$ cat src/rtl/mbrtu_pkg.sv
// ----------------------------------------------------------------------------
// mbrtu_pkg
// Types, codes and the CRC16 byte step shared by the read master's modules.
// ----------------------------------------------------------------------------
package mbrtu_pkg;

    // operation codes of an input request
    localparam logic [1:0] OP_START   = 2'd0;
    localparam logic [1:0] OP_RX_BYTE = 2'd1;
    localparam logic [1:0] OP_TICK    = 2'd2;

    // configuration register indexes
    localparam logic [1:0] CFG_TIMEOUT   = 2'd0;
    localparam logic [1:0] CFG_ATTEMPTS  = 2'd1;
    localparam logic [1:0] CFG_START_REG = 2'd2;

    // configuration reset values
    localparam logic [15:0] TIMEOUT_RST   = 16'd1000;
    localparam logic [1:0]  ATTEMPTS_RST  = 2'd3;
    localparam logic [15:0] START_REG_RST = 16'd0;

    // result kinds and completion status
    localparam logic KIND_TX   = 1'b0;
    localparam logic KIND_DONE = 1'b1;
    localparam logic ST_OK     = 1'b0;
    localparam logic ST_FAIL   = 1'b1;

    // frame constants
    localparam logic [15:0] CRC_INIT  = 16'hFFFF;
    localparam logic [15:0] CRC_POLY  = 16'hA001;
    localparam logic [7:0]  FUNC_READ = 8'h03;
    localparam logic [7:0]  COUNT_HI  = 8'h00;
    localparam logic [7:0]  COUNT_LO  = 8'h01;

    // receive phase
    typedef enum logic [1:0] {
        PH_IDLE,
        PH_HUNT,
        PH_COLLECT
    } t_phase;

    // input request payload
    typedef struct packed {
        logic [1:0] operation;
        logic [7:0] slave_address;
        logic [7:0] rx_byte;
    } t_req;

    // result payload
    typedef struct packed {
        logic        kind;
        logic [7:0]  tx_byte;
        logic        last;
        logic        status;
        logic [15:0] reading;
    } t_res;

    // job handed to the transmit sequencer
    typedef struct packed {
        logic        frame;
        logic [7:0]  addr;
        logic [15:0] start_reg;
        logic        status;
        logic [15:0] reading;
    } t_tx_job;

    // one byte of the reflected CRC16, bit at a time
    function automatic logic [15:0] crc_byte(input logic [15:0] crc_in,
                                             input logic [7:0]  data);
        logic [15:0] c;
        c = crc_in ^ {8'h00, data};
        for (int i = 0; i < 8; i++) begin
            c = c[0] ? ((c >> 1) ^ CRC_POLY) : (c >> 1);
        end
        return c;
    endfunction

endpackage

$ cat src/rtl/mbrtu_tx.sv
// ----------------------------------------------------------------------------
// mbrtu_tx
// Result slot: emits an 8-byte read frame one byte per beat, building the
// CRC as bytes leave, or a single completion result.
// ----------------------------------------------------------------------------
module mbrtu_tx
    import mbrtu_pkg::*;
(
    input  logic    i_clk,
    input  logic    i_rst_n,
    input  logic    i_load,
    input  t_tx_job i_job,
    output logic    o_ready,
    output logic    o_valid,
    input  logic    i_stall,
    output t_res    o_res
);

    logic        r_valid;
    t_res        r_res;
    logic [2:0]  r_beat;
    logic [15:0] r_crc;
    logic [15:0] r_sreg;

    logic        take;
    logic [2:0]  beat_nx;
    logic [15:0] crc_nx;
    logic [7:0]  byte_nx;

    assign take    = r_valid && !i_stall;
    assign o_ready = !r_valid || (take && r_res.last);
    assign o_valid = r_valid;
    assign o_res   = r_res;
    assign beat_nx = r_beat + 3'd1;
    assign crc_nx  = crc_byte(r_crc, r_res.tx_byte);

    // pick the next frame byte
    always_comb begin
        unique case (beat_nx)
            3'd1:    byte_nx = FUNC_READ;
            3'd2:    byte_nx = r_sreg[15:8];
            3'd3:    byte_nx = r_sreg[7:0];
            3'd4:    byte_nx = COUNT_HI;
            3'd5:    byte_nx = COUNT_LO;
            3'd6:    byte_nx = crc_nx[7:0];
            3'd7:    byte_nx = r_crc[15:8];
            default: byte_nx = 8'h00;
        endcase
    end

    // hold the slot valid until the last beat is taken
    always_ff @(posedge i_clk) begin
        if (!i_rst_n) begin
            r_valid <= 1'b0;
        end else if (i_load) begin
            r_valid <= 1'b1;
        end else if (take && r_res.last) begin
            r_valid <= 1'b0;
        end
    end

    // load a job or advance through the frame
    always_ff @(posedge i_clk) begin
        if (i_load) begin
            r_beat <= 3'd0;
            r_crc  <= CRC_INIT;
            r_sreg <= i_job.start_reg;
            if (i_job.frame) begin
                r_res <= '{kind: KIND_TX, tx_byte: i_job.addr, last: 1'b0,
                           status: ST_OK, reading: 16'h0000};
            end else begin
                r_res <= '{kind: KIND_DONE, tx_byte: 8'h00, last: 1'b1,
                           status: i_job.status, reading: i_job.reading};
            end
        end else if (take && !r_res.last) begin
            r_beat         <= beat_nx;
            r_res.tx_byte  <= byte_nx;
            r_res.last     <= (beat_nx == 3'd7);
            if (r_beat < 3'd6) begin
                r_crc <= crc_nx;
            end
        end
    end

endmodule

$ cat src/rtl/modbus_rtu_register_read_master_core.sv
// ----------------------------------------------------------------------------
// modbus_rtu_register_read_master_core
// Modbus RTU master that reads one holding register over a byte stream.
// ----------------------------------------------------------------------------
// A request enters a one-entry input register and is decoded in the next
// cycle, so requests that cause no result (bytes, ticks) flow at one per
// cycle. A start, or a tick that retries, yields an 8-byte frame that leaves
// at one byte per cycle while the output is not stalled, from a single
// result slot; a timeout failure or a good reply yields one completion
// result. A request that causes results waits in the input register while
// the slot still holds an earlier result, and the next result-causing
// request enters the slot in the cycle that result's last beat is taken.
// The reply CRC is updated one received byte per request; the frame CRC is
// built byte by byte as the frame leaves.
// ----------------------------------------------------------------------------
module modbus_rtu_register_read_master_core
    import mbrtu_pkg::*;
(
    input  logic        i_clk,
    input  logic        i_rst_n,
    // configuration
    input  logic        i_cfg_we,
    input  logic [1:0]  i_cfg_idx,
    input  logic [15:0] i_cfg_data,
    // request channel
    input  logic        i_valid,
    output logic        o_stall,
    input  t_req        i_req,
    // result channel
    output logic        o_valid,
    input  logic        i_stall,
    output t_res        o_res
);

    // configuration
    logic [15:0] r_timeout;
    logic [1:0]  r_max_att;
    logic [15:0] r_start_reg;

    // input register
    logic        r_in_valid;
    t_req        r_in;

    // protocol state
    t_phase      r_phase, n_phase;
    logic [7:0]  r_target, n_target;
    logic [1:0]  r_attempts, n_attempts;
    logic [15:0] r_ticks, n_ticks;
    logic [2:0]  r_idx, n_idx;
    logic [15:0] r_crc, n_crc;
    logic [7:0]  r_rep3, n_rep3;
    logic [7:0]  r_rep4, n_rep4;
    logic [7:0]  r_rep5, n_rep5;

    logic        has_result;
    t_tx_job     job;
    logic        tx_ready;
    logic        advance;
    logic        in_take;

    logic [15:0] limit;
    logic [1:0]  tries;
    logic [15:0] tick_nx;
    logic [15:0] crc_rx;
    logic        is_start, is_byte, is_tick;
    logic        hit_addr, frame_end, crc_ok, expire, retry;

    assign advance = r_in_valid && (!has_result || tx_ready);
    assign o_stall = r_in_valid && !advance;
    assign in_take = i_valid && !o_stall;

    // take configuration writes
    always_ff @(posedge i_clk) begin
        if (!i_rst_n) begin
            r_timeout   <= TIMEOUT_RST;
            r_max_att   <= ATTEMPTS_RST;
            r_start_reg <= START_REG_RST;
        end else if (i_cfg_we) begin
            unique case (i_cfg_idx)
                CFG_TIMEOUT:   r_timeout   <= i_cfg_data;
                CFG_ATTEMPTS:  r_max_att   <= i_cfg_data[1:0];
                CFG_START_REG: r_start_reg <= i_cfg_data;
                default:       ;
            endcase
        end
    end

    // hold a request until decode advances
    always_ff @(posedge i_clk) begin
        if (!i_rst_n) begin
            r_in_valid <= 1'b0;
        end else if (in_take) begin
            r_in_valid <= 1'b1;
        end else if (advance) begin
            r_in_valid <= 1'b0;
        end
    end

    always_ff @(posedge i_clk) begin
        if (in_take) begin
            r_in <= i_req;
        end
    end

    // decode conditions
    assign limit     = (r_timeout == 16'd0) ? 16'd1 : r_timeout;
    assign tries     = (r_max_att == 2'd0) ? 2'd1 : r_max_att;
    assign tick_nx   = (r_ticks == 16'hFFFF) ? r_ticks : r_ticks + 16'd1;
    assign crc_rx    = crc_byte((r_phase == PH_HUNT) ? CRC_INIT : r_crc, r_in.rx_byte);
    assign is_start  = (r_in.operation == OP_START);
    assign is_byte   = (r_in.operation == OP_RX_BYTE);
    assign is_tick   = (r_in.operation == OP_TICK);
    assign hit_addr  = is_byte && (r_phase == PH_HUNT) && (r_in.rx_byte == r_target);
    assign frame_end = is_byte && (r_phase == PH_COLLECT) && (r_idx >= 3'd6);
    assign crc_ok    = (r_crc[7:0] == r_rep5) && (r_crc[15:8] == r_in.rx_byte);
    assign expire    = is_tick && (r_phase != PH_IDLE) && (tick_nx >= limit);
    assign retry     = expire && (r_attempts < tries);

    // next receive phase
    always_comb begin
        n_phase = r_phase;
        if (is_start || retry) begin
            n_phase = PH_HUNT;
        end else if (hit_addr) begin
            n_phase = PH_COLLECT;
        end else if (frame_end) begin
            n_phase = crc_ok ? PH_IDLE : PH_HUNT;
        end else if (expire) begin
            n_phase = PH_IDLE;
        end
    end

    // next datapath state and result job
    always_comb begin
        n_target   = r_target;
        n_attempts = r_attempts;
        n_ticks    = r_ticks;
        n_idx      = r_idx;
        n_crc      = r_crc;
        n_rep3     = r_rep3;
        n_rep4     = r_rep4;
        n_rep5     = r_rep5;
        has_result = 1'b0;
        job        = '{frame: 1'b1, addr: r_target, start_reg: r_start_reg,
                       status: ST_OK, reading: 16'h0000};
        case (r_in.operation)
            OP_START: begin
                n_target   = r_in.slave_address;
                n_attempts = 2'd1;
                n_ticks    = 16'd0;
                n_idx      = 3'd0;
                n_crc      = CRC_INIT;
                has_result = 1'b1;
                job.addr   = r_in.slave_address;
            end
            OP_RX_BYTE: begin
                if (hit_addr) begin
                    n_crc = crc_rx;
                    n_idx = 3'd1;
                end else if (r_phase == PH_COLLECT) begin
                    // store the bytes read later
                    case (r_idx)
                        3'd3:    n_rep3 = r_in.rx_byte;
                        3'd4:    n_rep4 = r_in.rx_byte;
                        3'd5:    n_rep5 = r_in.rx_byte;
                        default: ;
                    endcase
                    if (r_idx < 3'd5) begin
                        n_crc = crc_rx;
                    end
                    n_idx = r_idx + 3'd1;
                    if (frame_end) begin
                        n_idx = 3'd0;
                        n_crc = CRC_INIT;
                        if (crc_ok) begin
                            has_result  = 1'b1;
                            job.frame   = 1'b0;
                            job.reading = {r_rep3, r_rep4};
                        end
                    end
                end
            end
            OP_TICK: begin
                if (r_phase != PH_IDLE) begin
                    n_ticks = tick_nx;
                    if (expire) begin
                        n_idx      = 3'd0;
                        n_crc      = CRC_INIT;
                        n_ticks    = 16'd0;
                        has_result = 1'b1;
                        if (retry) begin
                            n_attempts = r_attempts + 2'd1;
                        end else begin
                            job.frame  = 1'b0;
                            job.status = ST_FAIL;
                        end
                    end
                end
            end
            default: ;
        endcase
    end

    // commit state as a request leaves decode
    always_ff @(posedge i_clk) begin
        if (!i_rst_n) begin
            r_phase    <= PH_IDLE;
            r_target   <= 8'h00;
            r_attempts <= 2'd0;
            r_ticks    <= 16'd0;
            r_idx      <= 3'd0;
            r_crc      <= CRC_INIT;
        end else if (advance) begin
            r_phase    <= n_phase;
            r_target   <= n_target;
            r_attempts <= n_attempts;
            r_ticks    <= n_ticks;
            r_idx      <= n_idx;
            r_crc      <= n_crc;
        end
    end

    always_ff @(posedge i_clk) begin
        if (advance) begin
            r_rep3 <= n_rep3;
            r_rep4 <= n_rep4;
            r_rep5 <= n_rep5;
        end
    end

    mbrtu_tx u_tx (
        .i_clk   (i_clk),
        .i_rst_n (i_rst_n),
        .i_load  (advance && has_result),
        .i_job   (job),
        .o_ready (tx_ready),
        .o_valid (o_valid),
        .i_stall (i_stall),
        .o_res   (o_res)
    );

endmodule

$ cat config.mk
export PLATFORM = sky130hd
export DESIGN_NAME = modbus_rtu_register_read_master_core
export DESIGN_NICKNAME = d
export VERILOG_FILES = /design/src/rtl/mbrtu_pkg.sv /design/src/rtl/mbrtu_tx.sv /design/src/rtl/modbus_rtu_register_read_master_core.sv
export SDC_FILE = /design/constraint.sdc
export NUM_CORES = 1
export LEC_CHECK = 0
export ABC_AREA = 1
export BUFFER_PORTS_ARGS = -buffer_cell sky130_fd_sc_hd__buf_4
export CORE_MARGIN = 5
export CORE_UTILIZATION = 34
export CTS_CLUSTER_DIAMETER = 80
export DETAILED_ROUTE_END_ITERATION = 8
export SLEW_MARGIN = 30
export SYNTH_ARGS = -nofsm -noshare
export SYNTH_HDL_FRONTEND = slang
export SYNTH_HIERARCHICAL = 1
export SYNTH_SLANG_ARGS = --single-unit
$ cat constraint.sdc
create_clock -name i_clk -period 6.8 [get_ports i_clk]
set_clock_uncertainty 0.15 [all_clocks]
set_input_delay 1.02 -clock i_clk [delete_from_list [all_inputs] [get_ports i_clk]]
set_output_delay 1.02 -clock i_clk [all_outputs]
set_load 0.005 [all_outputs]
Word-level counts from Yosys, hierarchy flattened
Cells that the tools add are included.
- equal/unequal tests: 24
- muxes and demuxes: 78
- order comparisons: 5
- reduce and logical (&&, ||, !) cells: 49
- bitwise gates (word level): 26
- $add $sub $neg: 4
- operators by type and width (kind ; count):
    two-way mux 16 bit ; 32
    NOT 2 -> 3 bit ; 16
    case mux 16 bit (3 select lines) ; 1
    case mux 8 bit (6 select lines) ; 1
    case mux 16 bit (2 select lines) ; 1
    XOR 16 x 8 -> 16 bit ; 2
    two-way mux 27 bit ; 1
    AND reduction 5 bit ; 5
    equality test 8 bit ; 3
    two-way mux 1 bit ; 22
    two-way mux 9 bit ; 2
    adder 16 x 1 -> 16 bit, second input constant ; 1
    equality test 16 bit, second input constant ; 1
    >= comparator 16 bit ; 1
    logical NOT 16 bit ; 1
    two-way mux 2 bit ; 8
    equality test 3 bit, second input constant ; 5
    logical AND 1 bit ; 15
    two-way mux 3 bit ; 5
    AND reduction 2 bit ; 5
    nonzero test 2 bit ; 5
    equality test 3 x 2 -> 1 bit, second input constant ; 3
    case mux 3 bit (3 select lines) ; 1
    two-way mux 8 bit ; 1
    24 further kinds ; 48
- output and inout port bits: 29
- bits in registers: 187

Longest topological paths before layout
- depth in word-level cells: 24
- mapped depth: 30
- mapped depth without buffers: 29

Cells and area by module
Netlist, hierarchy kept.
- modules (own cells, without submodules) (module ; sequential area each (um2) ; instances ; area each (um2) ; cells an instance):
    modbus_rtu_register_read_master_core ; 2902.8 ; 1 ; 6794.0 ; 941
    mbrtu_tx ; 1691.6 ; 1 ; 2949.1 ; 307

Worst setup path after synthesis
Ideal clock, no wire load.
- path type: reg-to-reg
- start: reg r_ticks[0]
- end: reg u_tx.r_res, in the netlist u_tx/o_res[17], enable pin
- required time: 6.316 ns
- cell stages (with the launch flop): 28
- buffers on the path: 2
- path slack: 2.038 ns
- data arrival time: 4.277 ns
- library setup time: 0.334 ns
- clock period less this slack: 4.762 ns
- cells stage by stage: dfxtp_1 > ha_1 > inv_1 > nor2_1 > inv_1 > nor2_1 > nand4_1 > nor2_2 > nor3_1 > nand3_1 > nand2_1 > ha_1 > nand2_1 > o21bai_1 > a21oi_1 > nor2_1 > nand2_1 > nand2_1 > nand2_2 > nand3_4 > nand2_4 > inv_2 > nand2_1 > inv_1 > clkbuf_1 > inv_1 > clkbuf_1 > nand2_1
- cells in the longest elaborated chain, start to end: 12
- elaborated cells between the ends (all ways): 13
- ends and longest elaborated chain (what ; RTL line ; source):
    start: declaration ; modbus_rtu_register_read_master_core.sv:48 ; logic [15:0] r_ticks, n_ticks;
    start signal: assignment ; modbus_rtu_register_read_master_core.sv:217 ; r_ticks <= n_ticks;
    adder 16 x 1 -> 16 bit or equality test 16 bit (tied branches) ; modbus_rtu_register_read_master_core.sv:108 ; assign tick_nx = (r_ticks == 16'hFFFF) ? r_ticks : r_ticks + 16'd1;
    two-way mux 16 bit * ; modbus_rtu_register_read_master_core.sv:108 ;
    >= comparator 16 bit * ; modbus_rtu_register_read_master_core.sv:116 ; assign expire = is_tick && (r_phase != PH_IDLE) && (tick_nx >= limit);
    logical AND 1 bit * ; modbus_rtu_register_read_master_core.sv:116 ;
    two-way mux 1 bit * ; modbus_rtu_register_read_master_core.sv:186 ; if (expire) begin
    two-way mux 1 bit * ; modbus_rtu_register_read_master_core.sv:184 ; if (r_phase != PH_IDLE) begin
    case mux 1 bit (3 select lines) * ; modbus_rtu_register_read_master_core.sv:146 ; case (r_in.operation)
    logical NOT 1 bit ; modbus_rtu_register_read_master_core.sv:68 ; assign advance = r_in_valid && (!has_result || tx_ready);
    logical OR 1 bit ; modbus_rtu_register_read_master_core.sv:68 ;
    logical AND 1 bit ; modbus_rtu_register_read_master_core.sv:68 ;
    logical AND 1 bit * ; modbus_rtu_register_read_master_core.sv:234 ; .i_load (advance && has_result),
    nonzero test 2 bit (no source line) * ; n/a ;
    end signal: assignment ; mbrtu_tx.sv:69 ; r_res <= '{kind: KIND_TX, tx_byte: i_job.addr, last: 1'b0,
    end signal: assignment ; mbrtu_tx.sv:72 ; r_res <= '{kind: KIND_DONE, tx_byte: 8'h00, last: 1'b1,
    end: declaration ; mbrtu_tx.sv:20 ; t_res r_res;
Mark *: on every way between the ends. The rest lies on a longest branch, timed or not.
A chain may end at the register's enable or synchronous reset.

Final worst setup path
- start: reg r_ticks[0]
- end: reg u_tx.r_res, in the netlist u_tx/o_res[24], enable pin
The elaborated chain is that of the path after synthesis.

==> metrics <==
status completed; Leak approximately 5 nW; Yosys warning total 6; hold-fix buffer count after cts 0; Vias/cell 4.730; setup TNS 0 ns; internal power 1.950 mW; worst flop-to-flop path startpoint r_ticks[0]; WHS 0.2810 ns; Yosys top cell by area edfxtp_1; Antenna diodes 0; worst vdd ir 0.1637 mV; post-synth cell types 45; CTS HTree Levels 4; initial DRC count 572; most common cell in the netlist nand2_1; Multi-input gate area around 0.0043 mm²; slew of the pin with the lowest slew margin between 0.8 and 0.9 ns; synth top area cells edfxtp_1 26%, dfxtp_1 21%, nand2_1 13%, inv_1 6.4%, nor2_1 4.6%; Clock Latency Late Sink 0.44 ns; layout cells sized above 1 0.1176; # rows between 60 and 70; number of buffers on the longest clock path 2; DRT Pass-1 Iters 5; RSZ-0062 raised after global routing no; Largest register FFs 27; Crit Path Category flip-flop to flip-flop; postcts setup bufs 0; core region area 0.02847 mm²; cell chosen for the clock root clkbuf_16; sequential fraction of design power 0.478; Yosys top cell area share 0.2620; Final Cycle Share 0.8164; All-Layer GR Usage 0.1490; power per cell area roughly 240 mW/mm²; critical path required time 6.75 ns; dominant synthesized flop cell dfxtp_1; crit end category flip-flop; GR Overflow Total 0; Util after Layout 0.3933; first-pass GRT wire length around 38,000 µm; Final Hold Viols 0; Clock Power Share 0.373; FF-to-FF End u_tx/o_res[24]; syn nets 1,321; Worst Reg2Reg Path Length in Cells 22; Detail Placement HPWL 17,810 µm; crit start category flip-flop; DR WL/cell about 14 µm; EDFF count, synth 85; maxcap violations 0; Synth-to-Final Area Change 14.91%; die area approximately 0.032 mm²; CP Max Fanout 20; Hold Path Sink u_tx/r_sreg[13]; # setup viols final 0; Syn Std Cell Area between 0.009 and 0.01 mm²; relative slew slack 0.4281; Hold Path Class flip-flop to flip-flop; I/O pin count 70; Sw Share 0.2793; filler cell count 2,893; asr flop ratio synth 0; Initial Utilization 0.3422; routability cong. 0.9089; Routed Wire Length 23,790 µm; CTS Buf Count 17; FF-to-FF setup slack 1.25 ns; DRC 0; min-delay src r_start_reg[13]; CTS tree done; via count about 8,000; Die H between 150 and 200 µm; Mean Syn Cell Area 7.807 µm²; Reg clk slew, reported paths 0.07 ns; clk sink count between 150 and 200; nets 1,378; die width 179.3 µm; vias in the first global route 7,577; initial antenna violation count 0; Max Freq 180.1 MHz; Data arrival, critical path 5.50 ns; largest net degree at the start of global routing 67; hold path depth 0; register area share after synthesis 0.4716; Yosys reg bits 187; NetSw 0.7559 mW; pins over their slew limit 0; Logic pwr share 0.150; final antenna-violating net count 0; Tmin final 5.551 ns; port bufs 69; register area ~0.0046 mm²; top cells by count, synth 342 x nand2_1, 166 x inv_1, 120 x nor2_1, 102 x dfxtp_1, 85 x edfxtp_1; post-CTS sizing 0; Synth Instances roughly 1,200
==> layout by cell type (no fill, tap or decap), types with 19 or more instances in the layout <==
master     Yosys  routed
nand2_1      342     342
nor2_1       120     120
dfxtp_1      102     102
inv_1        166     165
buf_4          1      73
ha_1          32      32
nand3_1       67      66
a21oi_1       66      66
edfxtp_1      85      85
o21ai_0       71      71
clkbuf_16      0      19
==> per-stage QoR <==
| stage | power (mW) | setup slack, ns | instances | instance area (µm²) |
|---|---|---|---|---|
| floorplan | 1.601 | 2.038 | 1248 | 9743 |
| global placement | 1.712 | 1.412 | 1670 | 10590 |
| detailed placement | 1.719 | 1.227 | 1670 | 10590 |
| CTS | 2.726 | 1.212 | 1702 | 11190 |
| global route | 2.829 | 0.5480 | 1702 | 11200 |
| finish | 2.706 | 1.249 | 1702 | 11200 |
==> final cells by class <==
class,instances,share of cell area
flip-flops and latches,187,0.4104
clock inverters,10,0.009052
inverters,187,0.06270
clock buffers,22,0.04437
multi-input cells,839,0.3817
well taps,384,0.04291
repair buffers,73,0.04895
==> worst max-delay path by stage <==
stage	startpoint	to
after CTS	r_ticks[0]	u_tx/o_res[24]
final	r_ticks[0]	u_tx/o_res[24]
after detailed placement	r_ticks[0]	u_tx/o_res[23]
after floorplan	r_ticks[0]	u_tx/o_res[17]
after global placement	r_ticks[0]	u_tx/o_res[23]
after global routing	r_ticks[0]	u_tx/o_res[24]
==> per-layer routing <==
| metal | up-vias | global-route usage | wire length [µm] |
|---|---|---|---|
| li1 | 4146 | - | - |
| met1 | 3699 | 0.1973 | 11190 |
| met2 | 167 | 0.2464 | 10980 |
| met3 | 38 | 0.02362 | 1080 |
| met4 | 0 | 0.05459 | 542 |
| met5 | - | 0 | 0 |
==> critical path, stage by stage, from the launching register on <==
cell and delay [ns]:
dfxtp_1 0.36, ha_1 0.15, inv_1 0.06, nor2_1 0.14, inv_1 0.10, nor3_1 0.41
nand4_1 0.16, xor2_1 0.22, nand2_1 0.08, ha_1 0.30, nand4_1 0.10, nor3_1 0.15
nand2_1 0.08, nand2_1 0.06, nand2_1 0.36, nand2_2 0.23, nand3_4 0.16, nand2_4 0.20
inv_2 0.10, nand2_1 0.08, clkinv_1 0.54, inv_1 0.64, nand2_1 0.36
==> kinds of logic after synthesis <==
kind of cell             synth area share
flip-flops                         0.4716
AO/OA/AOI/OAI                      0.1086
buffers and inverters             0.09041
adder cells (fa/ha/maj)           0.04109
XOR/XNOR                          0.02401
AND/OR/NAND/NOR                    0.2643
==> power by group through the flow <==
stage,Sequential (mW),Clock (mW),Combinational (mW)
CTS,1.29,1.03,0.405
finish,1.29,1.01,0.405
detailed placement,1.32,0,0.401
global placement,1.32,0,0.397
floorplan,1.30,0,0.302
global route,1.30,1.07,0.458
Power figures use the tool's default switching activity.
